<file path="config.mk">
export PLATFORM = sky130hd
export DESIGN_NAME = ppm_p6_stream_parser
export DESIGN_NICKNAME = d
export VERILOG_FILES = /design/src/rtl/ppm_pkg.sv /design/src/rtl/ppm_p6_stream_parser.sv /design/src/rtl/ppm_front.sv /design/src/rtl/ppm_back.sv
export VERILOG_INCLUDE_DIRS = /design/src /design/src/rtl
export SDC_FILE = /design/constraint.sdc
export NUM_CORES = 1
export LEC_CHECK = 0
export ABC_AREA = 1
export BUFFER_PORTS_ARGS = -buffer_cell sky130_fd_sc_hd__buf_2
export CAP_MARGIN = 40
export CORE_ASPECT_RATIO = 0.7
export CORE_MARGIN = 3
export CORE_UTILIZATION = 40
export CTS_BUF_LIST = sky130_fd_sc_hd__clkbuf_2 sky130_fd_sc_hd__clkbuf_4 sky130_fd_sc_hd__clkbuf_8
export CTS_CLUSTER_DIAMETER = 100
export DETAILED_ROUTE_END_ITERATION = 8
export GPL_TIMING_DRIVEN = 0
export PLACE_DENSITY = 0.6
export SETUP_SLACK_MARGIN = 0.4
export SLEW_MARGIN = 20
export SYNTH_ARGS = -nofsm -noshare
export SYNTH_HDL_FRONTEND = slang
export SYNTH_SLANG_ARGS = --single-unit
</file>
<file path="constraint.sdc">
create_clock -name clk_i -period 5.84 [get_ports clk_i]
set_input_delay 0.876 -clock clk_i [delete_from_list [all_inputs] [get_ports clk_i]]
set_output_delay 0.876 -clock clk_i [all_outputs]
set_load 0.005 [all_outputs]
</file>
<file path="src/rtl/ppm_p6_stream_parser_macros.svh">
// Assertion macros for the P6 stream parser
`ifndef PPM_P6_STREAM_PARSER_MACROS_SVH
`define PPM_P6_STREAM_PARSER_MACROS_SVH
`ifndef SYNTH
`define PPM_ASSERT_IMPL(lbl, clk, rstn, ante, cons) \
  lbl: assert property (@(posedge clk) disable iff (!rstn) (ante) |-> (cons)) \
    else $error("assertion failed");
`define PPM_ASSERT_NEXT(lbl, clk, rstn, ante, cons) \
  lbl: assert property (@(posedge clk) disable iff (!rstn) (ante) |=> (cons)) \
    else $error("assertion failed");
`else
`define PPM_ASSERT_IMPL(lbl, clk, rstn, ante, cons)
`define PPM_ASSERT_NEXT(lbl, clk, rstn, ante, cons)
`endif
`endif

</file>
<file path="src/rtl/ppm_pkg.sv">
`timescale 1ns / 1ps
package ppm_pkg;

  typedef enum logic [2:0] {
    PH_MAGIC_P    = 3'd0,
    PH_MAGIC_6    = 3'd1,
    PH_MAGIC_TAIL = 3'd2,
    PH_WIDTH      = 3'd3,
    PH_HEIGHT     = 3'd4,
    PH_MAXVAL     = 3'd5,
    PH_PIXELS     = 3'd6,
    PH_DONE       = 3'd7
  } phase_e;

  typedef enum logic [1:0] {
    KIND_HEADER = 2'd0,
    KIND_PIXEL  = 2'd1,
    KIND_ERROR  = 2'd2
  } kind_e;

  typedef enum logic [2:0] {
    ERR_MAGIC   = 3'd0,
    ERR_MISSING = 3'd1,
    ERR_WIDTH   = 3'd2,
    ERR_HEIGHT  = 3'd3,
    ERR_MAXVAL  = 3'd4,
    ERR_TRUNC   = 3'd5
  } err_e;

  // byte class, worked out by the front end
  typedef enum logic [2:0] {
    CLS_OTHER = 3'd0,
    CLS_SPACE = 3'd1,
    CLS_HASH  = 3'd2,
    CLS_DIGIT = 3'd3,
    CLS_EOL   = 3'd4
  } cls_e;

  localparam logic [7:0] CH_P    = 8'h50;
  localparam logic [7:0] CH_SIX  = 8'h36;
  localparam logic [7:0] CH_HASH = 8'h23;
  localparam logic [7:0] CH_ZERO = 8'h30;
  localparam logic [7:0] CH_LF   = 8'h0a;
  localparam logic [7:0] CH_CR   = 8'h0d;
  localparam logic [15:0] MAXVAL_OK = 16'd255;

  typedef struct packed {
    logic [7:0] data;
    logic       eoi;
    cls_e       cls;
    logic       is_p;
    logic       is_six;
  } tok_t;

  typedef struct packed {
    kind_e       kind;
    logic [23:0] pixel;
    logic [15:0] width;
    logic [15:0] height;
    err_e        err;
    logic        last;
  } res_t;

endpackage

</file>
<file path="src/rtl/ppm_p6_stream_parser.sv">
`timescale 1ns / 1ps
// Channel  | Dir | Handshake                  | Payload
// input    | in  | valid_i / stall_o          | data_byte_i, end_of_input_i
// result   | out | valid_o / stall_i          | result_kind_o .. last_pixel_o
// config   | in  | channel_order_we_i         | channel_order_i
// One byte per clock while results do not stall; byte and result are each registered.
// Front register classifies the byte, back end runs the parse state and
// one decimal multiply-add per digit byte on the width/height/maxval accumulator.
// Reset clears the parse state and channel order; no clearing pass.
// A stall on the result side holds the back end and, through it, the front register.
`include "ppm_p6_stream_parser_macros.svh"
module ppm_p6_stream_parser
  import ppm_pkg::*;
#(
  parameter int DIM_BITS    = 16,
  parameter int TOKEN_LIMIT = 64
) (
  input  logic        clk_i,
  input  logic        rst_ni,
  input  logic        valid_i,
  output logic        stall_o,
  input  logic [7:0]  data_byte_i,
  input  logic        end_of_input_i,
  input  logic        channel_order_we_i,
  input  logic        channel_order_i,
  output logic        valid_o,
  input  logic        stall_i,
  output logic [1:0]  result_kind_o,
  output logic [23:0] pixel_value_o,
  output logic [15:0] image_width_o,
  output logic [15:0] image_height_o,
  output logic [2:0]  error_code_o,
  output logic        last_pixel_o
);

  logic order_q;
  logic tok_valid, tok_stall;
  tok_t tok;
  res_t res;

  always_ff @(posedge clk_i or negedge rst_ni) begin
    if (!rst_ni) begin
      order_q <= 1'b0;
    end else if (channel_order_we_i) begin
      order_q <= channel_order_i;
    end
  end

  ppm_front u_front (
    .clk_i, .rst_ni, .valid_i, .stall_o, .data_byte_i, .end_of_input_i,
    .tok_valid_o(tok_valid), .tok_stall_i(tok_stall), .tok_o(tok)
  );

  ppm_back #(.DIM_BITS(DIM_BITS), .TOKEN_LIMIT(TOKEN_LIMIT)) u_back (
    .clk_i, .rst_ni, .channel_order_i(order_q),
    .tok_valid_i(tok_valid), .tok_stall_o(tok_stall), .tok_i(tok),
    .res_valid_o(valid_o), .res_stall_i(stall_i), .res_o(res)
  );

  assign result_kind_o  = res.kind;
  assign pixel_value_o  = res.pixel;
  assign image_width_o  = res.width;
  assign image_height_o = res.height;
  assign error_code_o   = res.err;
  assign last_pixel_o   = res.last;

  `PPM_ASSERT_NEXT(a_hold, clk_i, rst_ni, valid_o && stall_i, valid_o && $stable(res))
  `PPM_ASSERT_IMPL(a_last_pix, clk_i, rst_ni, valid_o && res.last, res.kind == KIND_PIXEL)
  `PPM_ASSERT_IMPL(a_stall_chain, clk_i, rst_ni, tok_stall, valid_o && stall_i)

endmodule

</file>
<file path="src/rtl/ppm_front.sv">
`timescale 1ns / 1ps
module ppm_front
  import ppm_pkg::*;
(
  input  logic       clk_i,
  input  logic       rst_ni,
  input  logic       valid_i,
  output logic       stall_o,
  input  logic [7:0] data_byte_i,
  input  logic       end_of_input_i,
  output logic       tok_valid_o,
  input  logic       tok_stall_i,
  output tok_t       tok_o
);

  tok_t tok_q, tok_d;
  logic vld_q;
  cls_e cls;

  always_comb begin
    cls = CLS_OTHER;
    if (data_byte_i == CH_LF || data_byte_i == CH_CR) cls = CLS_EOL;
    else if (data_byte_i == 8'd32 || (data_byte_i >= 8'd9 && data_byte_i <= 8'd13))
      cls = CLS_SPACE;
    else if (data_byte_i == CH_HASH) cls = CLS_HASH;
    else if (data_byte_i >= CH_ZERO && data_byte_i <= 8'h39) cls = CLS_DIGIT;
    tok_d.data   = data_byte_i;
    tok_d.eoi    = end_of_input_i;
    tok_d.cls    = cls;
    tok_d.is_p   = (data_byte_i == CH_P);
    tok_d.is_six = (data_byte_i == CH_SIX);
  end

  assign stall_o     = vld_q && tok_stall_i;
  assign tok_valid_o = vld_q;
  assign tok_o       = tok_q;

  always_ff @(posedge clk_i or negedge rst_ni) begin
    if (!rst_ni) begin
      vld_q <= 1'b0;
    end else if (!stall_o) begin
      vld_q <= valid_i;
    end
  end

  always_ff @(posedge clk_i) begin
    if (!stall_o && valid_i) begin
      tok_q <= tok_d;
    end
  end

endmodule

</file>
<file path="src/rtl/ppm_back.sv">
`timescale 1ns / 1ps
module ppm_back
  import ppm_pkg::*;
#(
  parameter int DIM_BITS    = 16,
  parameter int TOKEN_LIMIT = 64
) (
  input  logic clk_i,
  input  logic rst_ni,
  input  logic channel_order_i,
  input  logic tok_valid_i,
  output logic tok_stall_o,
  input  tok_t tok_i,
  output logic res_valid_o,
  input  logic res_stall_i,
  output res_t res_o
);

  localparam int LW = $clog2(TOKEN_LIMIT);
  localparam logic [DIM_BITS-1:0] DIM_MAX = {DIM_BITS{1'b1}};
  localparam logic [LW-1:0] LEN_CAP = LW'(TOKEN_LIMIT - 1);

  phase_e              ph_q, ph_d;
  logic [DIM_BITS-1:0] acc_q, acc_d, w_q, w_d, h_q, h_d, col_q, col_d, row_q, row_d;
  logic [LW-1:0]       len_q, len_d;
  logic                cmt_q, cmt_d;
  logic [1:0]          dst_q, dst_d;
  logic [1:0]          chn_q, chn_d;
  logic [15:0]         held_q, held_d;
  logic                ovld_q;
  res_t                res_q, res_d;
  logic                emit;
  logic                take;
  logic [DIM_BITS+3:0] prod;
  logic [DIM_BITS-1:0] fin_acc;
  logic [1:0]          fin_dst;

  assign tok_stall_o = ovld_q && res_stall_i;
  assign take        = tok_valid_i && !tok_stall_o;
  assign res_valid_o = ovld_q;
  assign res_o       = res_q;
  assign prod = {4'd0, acc_q} * (DIM_BITS+4)'(10)
              + (DIM_BITS+4)'(tok_i.data - CH_ZERO);

  always_comb begin
    ph_d = ph_q; acc_d = acc_q; w_d = w_q; h_d = h_q; col_d = col_q; row_d = row_q;
    len_d = len_q; cmt_d = cmt_q; dst_d = dst_q; chn_d = chn_q; held_d = held_q;
    emit = 1'b0;
    res_d = '{kind: KIND_ERROR, pixel: 24'd0, width: 16'd0, height: 16'd0,
              err: ERR_MAGIC, last: 1'b0};
    fin_acc = acc_q;
    fin_dst = dst_q;
    if (tok_i.eoi) begin
      emit = 1'b1;
      unique case (ph_q)
        PH_MAGIC_P, PH_MAGIC_6: res_d.err = ERR_MAGIC;
        PH_MAGIC_TAIL:          res_d.err = ERR_MISSING;
        PH_WIDTH, PH_HEIGHT, PH_MAXVAL: begin
          if (len_q == '0) res_d.err = ERR_MISSING;
          else if (!dst_q[0]) res_d.err = err_e'(ph_q - PH_WIDTH + 3'd2);
          else if (ph_q == PH_MAXVAL && acc_q != DIM_BITS'(MAXVAL_OK))
            res_d.err = ERR_MAXVAL;
          else if (ph_q == PH_MAXVAL) res_d.err = ERR_TRUNC;
          else res_d.err = ERR_MISSING;
        end
        PH_PIXELS: res_d.err = ERR_TRUNC;
        default:   emit = 1'b0;
      endcase
      ph_d = PH_MAGIC_P; acc_d = '0; len_d = '0; dst_d = '0; cmt_d = 1'b0;
      w_d = '0; h_d = '0; chn_d = '0; held_d = '0; col_d = '0; row_d = '0;
    end else begin
      unique case (ph_q)
        PH_MAGIC_P: if (!tok_i.is_p) begin emit = 1'b1; ph_d = PH_DONE; end
          else ph_d = PH_MAGIC_6;
        PH_MAGIC_6: if (!tok_i.is_six) begin emit = 1'b1; ph_d = PH_DONE; end
          else ph_d = PH_MAGIC_TAIL;
        PH_MAGIC_TAIL: begin
          if (tok_i.cls == CLS_SPACE || tok_i.cls == CLS_EOL || tok_i.cls == CLS_HASH) begin
            ph_d = PH_WIDTH; acc_d = '0; len_d = '0; dst_d = '0;
            cmt_d = (tok_i.cls == CLS_HASH);
          end
        end
        PH_WIDTH, PH_HEIGHT, PH_MAXVAL: begin
          if (cmt_q) begin
            if (tok_i.cls == CLS_EOL) cmt_d = 1'b0;
          end else if (len_q == '0 && (tok_i.cls == CLS_SPACE || tok_i.cls == CLS_EOL)) begin
          end else if (len_q == '0 && tok_i.cls == CLS_HASH) begin
            cmt_d = 1'b1;
          end else if (len_q != '0 && (tok_i.cls == CLS_SPACE || tok_i.cls == CLS_EOL
                       || (tok_i.cls == CLS_HASH && ph_q != PH_MAXVAL))) begin
            // token ends
            acc_d = '0; len_d = '0; dst_d = '0;
            if (tok_i.cls == CLS_HASH) cmt_d = 1'b1;
            if (!dst_q[0]) begin
              emit = 1'b1; ph_d = PH_DONE;
              res_d.err = err_e'(ph_q - PH_WIDTH + 3'd2);
            end else if (ph_q == PH_WIDTH) begin
              w_d = acc_q; ph_d = PH_HEIGHT;
            end else if (ph_q == PH_HEIGHT) begin
              h_d = acc_q; ph_d = PH_MAXVAL;
            end else if (acc_q != DIM_BITS'(MAXVAL_OK)) begin
              emit = 1'b1; ph_d = PH_DONE; res_d.err = ERR_MAXVAL;
            end else begin
              emit = 1'b1;
              res_d.kind = KIND_HEADER; res_d.err = ERR_MAGIC;
              res_d.width = 16'(w_q); res_d.height = 16'(h_q);
              chn_d = '0; held_d = '0; col_d = '0; row_d = '0;
              ph_d = (w_q == '0 || h_q == '0) ? PH_DONE : PH_PIXELS;
            end
          end else if (len_q < LEN_CAP) begin
            len_d = len_q + 1'b1;
            if (tok_i.cls == CLS_DIGIT) begin
              fin_dst = (len_q == '0) ? 2'b11 : dst_q;
              dst_d = fin_dst;
              if (fin_dst[1]) begin
                fin_acc = (prod > (DIM_BITS+4)'(DIM_MAX)) ? DIM_MAX : prod[DIM_BITS-1:0];
                acc_d = fin_acc;
              end
            end else begin
              dst_d = {1'b0, dst_q[0]};
            end
          end
        end
        PH_PIXELS: begin
          if (chn_q == 2'd0) begin
            held_d = {tok_i.data, 8'd0}; chn_d = 2'd1;
          end else if (chn_q == 2'd1) begin
            held_d = {held_q[15:8], tok_i.data}; chn_d = 2'd2;
          end else begin
            emit = 1'b1;
            res_d.kind = KIND_PIXEL; res_d.err = ERR_MAGIC;
            res_d.pixel = channel_order_i ? {tok_i.data, held_q[7:0], held_q[15:8]}
                                          : {held_q, tok_i.data};
            res_d.last = (col_q + 1'b1 == w_q) && (row_q + 1'b1 == h_q);
            chn_d = 2'd0;
            if (col_q + 1'b1 >= w_q) begin
              col_d = '0; row_d = row_q + 1'b1;
            end else begin
              col_d = col_q + 1'b1;
            end
            if (res_d.last) ph_d = PH_DONE;
          end
        end
        default: ;
      endcase
    end
  end

  always_ff @(posedge clk_i or negedge rst_ni) begin
    if (!rst_ni) begin
      ph_q <= PH_MAGIC_P; acc_q <= '0; w_q <= '0; h_q <= '0; col_q <= '0; row_q <= '0;
      len_q <= '0; cmt_q <= 1'b0; dst_q <= '0; chn_q <= '0; held_q <= '0;
      ovld_q <= 1'b0;
    end else begin
      if (take) begin
        ph_q <= ph_d; acc_q <= acc_d; w_q <= w_d; h_q <= h_d; col_q <= col_d;
        row_q <= row_d; len_q <= len_d; cmt_q <= cmt_d; dst_q <= dst_d;
        chn_q <= chn_d; held_q <= held_d;
      end
      if (!tok_stall_o) ovld_q <= take && emit;
    end
  end

  always_ff @(posedge clk_i) begin
    if (take && emit && !tok_stall_o) res_q <= res_d;
  end

endmodule
</file>
==> impl_metrics.tcl <==
set metrics [dict create \
    fin_crit_ps 4878 \
    min_path_type "input port to asynchronous set/reset pin" \
    n_fill_cell 2902 \
    yosys.area_share.xor_xnor_pct 3.512 \
    synthFlopType "dfrtp_1" \
    worstMarginPinSlew_ps 785.1 \
    async_flop_share_pct 59.79 \
    rsz0062_at_grt "no" \
    avgSynthCellArea_sq_um 7.967 \
    synth-edff-count 76 \
    cts_sinks 189 \
    critical_path_class "flip-flop to flip-flop" \
    p_leak_nw 6.071 \
    slew_violations 0 \
    dp.cells 1925 \
    syn_area_sq_mm 0.01172 \
    area_growth_pct 11.26 \
    syn-num-nets 1560 \
    path_buf_inv 4 \
    die_h_um 149.2 \
    port_buffers 78 \
    worst_ep_required_time_ps 6230 \
    htree_num_levels 4 \
    clock-skew-final_ps 17.39 \
    irDropWorstVdd_v 0.0001321 \
    first_pass_iters 5 \
    die_x_um 210.6 \
    wl_per_cell_um 16.25 \
    synth.top_cell.area_share_pct 24.13 \
    grt_max_degree 62 \
    wirelength_um 31830 \
    io-pin-count 79 \
    drive_above_1_share_pct 10.47 \
    path_clk_slew_ps 100 \
    synthMuxAreaShare_pct 0 \
    status "finished clean" \
    slowest_stage "dfrtp_1" \
    dpl-instance-area_sq_mm 0.01268 \
    fmax_mhz 205.0 \
    postCtsHoldBufs 0 \
    dp_hpwl_um 24970 \
    slew_headroom_pct 47.46 \
    synth_compound_area_share_pct 10.60 \
    crit_top_cell "nand2_1" \
    crit_family "simple AND/OR/NAND/NOR gates" \
    timing.max_cap.violations 0 \
    postCtsSetupBuffers 0 \
    fin_crit_sh_pct 83.52 \
    clock_latency_ps 500 \
    numCtsBuffers 17 \
    start_util_pct 41.37 \
    ctsLongestPathBuffers 2 \
    synth_seq_cells 189 \
    first_global_vias 9375 \
    grt_pass1_wl_um 51210 \
    fin_area_sq_mm 0.01304 \
    grt.total_usage_pct 20.73 \
    ys_warn_count 0 \
    setup_slack_ps 962.2 \
    routabilityCongestion 0.9474 \
    synthCells 1471 \
    p_total_w 0.004059 \
    final_hold_viol_count 0 \
    clockRootBuffer "clkbuf_8" \
    power.density_mw_per_mm2 311.3 \
    synthTopCellsByArea "dfrtp_1, edfxtp_1, nand2_1, ha_1, inv_1" \
    die_area_sq_mm 0.03142 \
    fin_cells 1959 \
    timing.critical_path.from_type "flip-flop" \
    worst_ep_arrival_time_ps 5270 \
    ant_nets 0 \
    drt_iter0_drc 890 \
    fin_util_pct 46.03 \
    drc 0 \
    setup_viol 0 \
    synth_top_family_by_area "simple AND/OR/NAND/NOR gates" \
    slowest_delay_ps 510 \
    yosysSeqAreaShare_pct 43.60 \
    coreArea_sq_mm 0.02833 \
    cp.depth 27 \
    reg2regPathDepth 27 \
    via_count 10163 \
    synth_largest_area_cell "dfrtp_1" \
    avgViaCountPerCell 5.188 \
    cp-end-kind "flip-flop" \
    crit_fanout 10 \
    synth-simple-area-share_pct 26.51 \
    grt.overflow.total 0 \
    synthAdderAreaFrac_pct 8.028 \
    cts_tree "done" \
    cts-resized-gates 0 \
    antenna_found_initial 2 \
    synth_cell_type_count 51 \
    fp-row-count 51 \
    r2r_setup_slack_ps 960 \
    fin_nets 1662 \
    dp_slack_ps 1112 \
]
-- cell usage after synthesis, types with 5 or more instances --
cell type and count:
ha_1 72, nand2_1 339, nand2_4 5, o21ai_0 98, buf_2 7, o21bai_1 9
inv_2 8, clkbuf_1 21, xnor2_1 10, nor4_1 6, nor2_1 167, o21ai_1 24
dfrtp_1 113, a21oi_1 70, xor2_1 37, nand3_1 86, nand4_1 52, o22ai_1 6
edfxtp_1 76, nor3_1 19, inv_1 189
-- worst paths after layout --
path                                         end        startpoint
max in group asynchronous       u_back.acc_q[13]            rst_ni
worst min register to register  u_back.col_q[15]  u_back.col_q[15]
worst max register to register   u_back.acc_q[8]   u_back.acc_q[1]
worst max-delay path             u_back.acc_q[8]   u_back.acc_q[1]
min in group clk_i              u_back.col_q[15]  u_back.col_q[15]
worst min-delay path            u_back.row_q[12]            rst_ni
-- cells in the final DEF, fill, tap and decap left out, types with 8 or more instances in the layout --
cell type and n:
inv_2 8, ha_1 72, nor3_1 18, inv_1 189
a21oi_1 70, edfxtp_1 76, xor2_1 37, nand3_1 86
nor2_1 166, nand2_1 339, clkbuf_8 18, dfrtp_1 113
nand4_1 52, o21bai_1 9, buf_2 84, clkbuf_1 21
xnor2_1 10, o21ai_1 24, o21ai_0 98
-- per-layer routing --
metal  part of all wire, %  up-vias  wire [um]  global-route usage (%)
li1                      -     5084          -                       -
met1                    54     4781      17160                   33.60
met2                    39      265      12340                   27.98
met3                   6.0       31       1898                   4.141
met4                   1.1        2        360                   4.115
met5                  0.25        -         79                   1.881
-- flip-flops by register name, summed over array words and instances (netlist names), 3 cells and up --
register	flops
u_back.res_o	62
u_back.acc_q	16
u_back.col_q	16
u_back.h_q	16
u_back.held_q	16
u_back.row_q	16
u_back.w_q	16
u_front.tok_o	14
u_back.len_q	6
u_back.ph_q	3
-- final cells by class --
class                           instances  area, sq um  share of cell area, %
Inverter                              198        745.7                  5.719
Multi-Input combinational cell       1050         5714                  43.82
Timing Repair Buffer                   83        483.0                  3.704
Clock buffer                           18        247.7                  1.900
Tap cell                              371        464.2                  3.560
Sequential cell                       189         5110                  39.19
Clock inverter                         14        107.6                 0.8252
Buffer                                 34        162.7                  1.247
Antenna cell                            2        5.005                0.03838
-- cells by family (layout without fill, tap and decap cells) --
family                   count (synthesis)  after routing
buffers and inverters                  232            347
AO/OA/AOI/OAI                          229            229
AND/OR/NAND/NOR                        700            700
XOR/XNOR                                47             47
adder cells (fa/ha/maj)                 74             74
other                                    0              2
flip-flops                             189            189
-- report_power, final --
group          switching, W  leakage, nW  total [W]  internal, W
clock network      0.000528        0.171   0.000841     0.000312
logic               0.00101         3.60    0.00149     0.000476
registers          0.000104         2.30    0.00173      0.00163
-- stage by stage --
step                hold slack [ps]  TNS [ps]
finish                        315.0         0
global route                  336.1         0
CTS                           326.8         0
detailed placement            493.3         0
global placement              483.1    -46380
floorplan                     468.4         0
No activity file was read; power rests on OpenSTA's default activity.
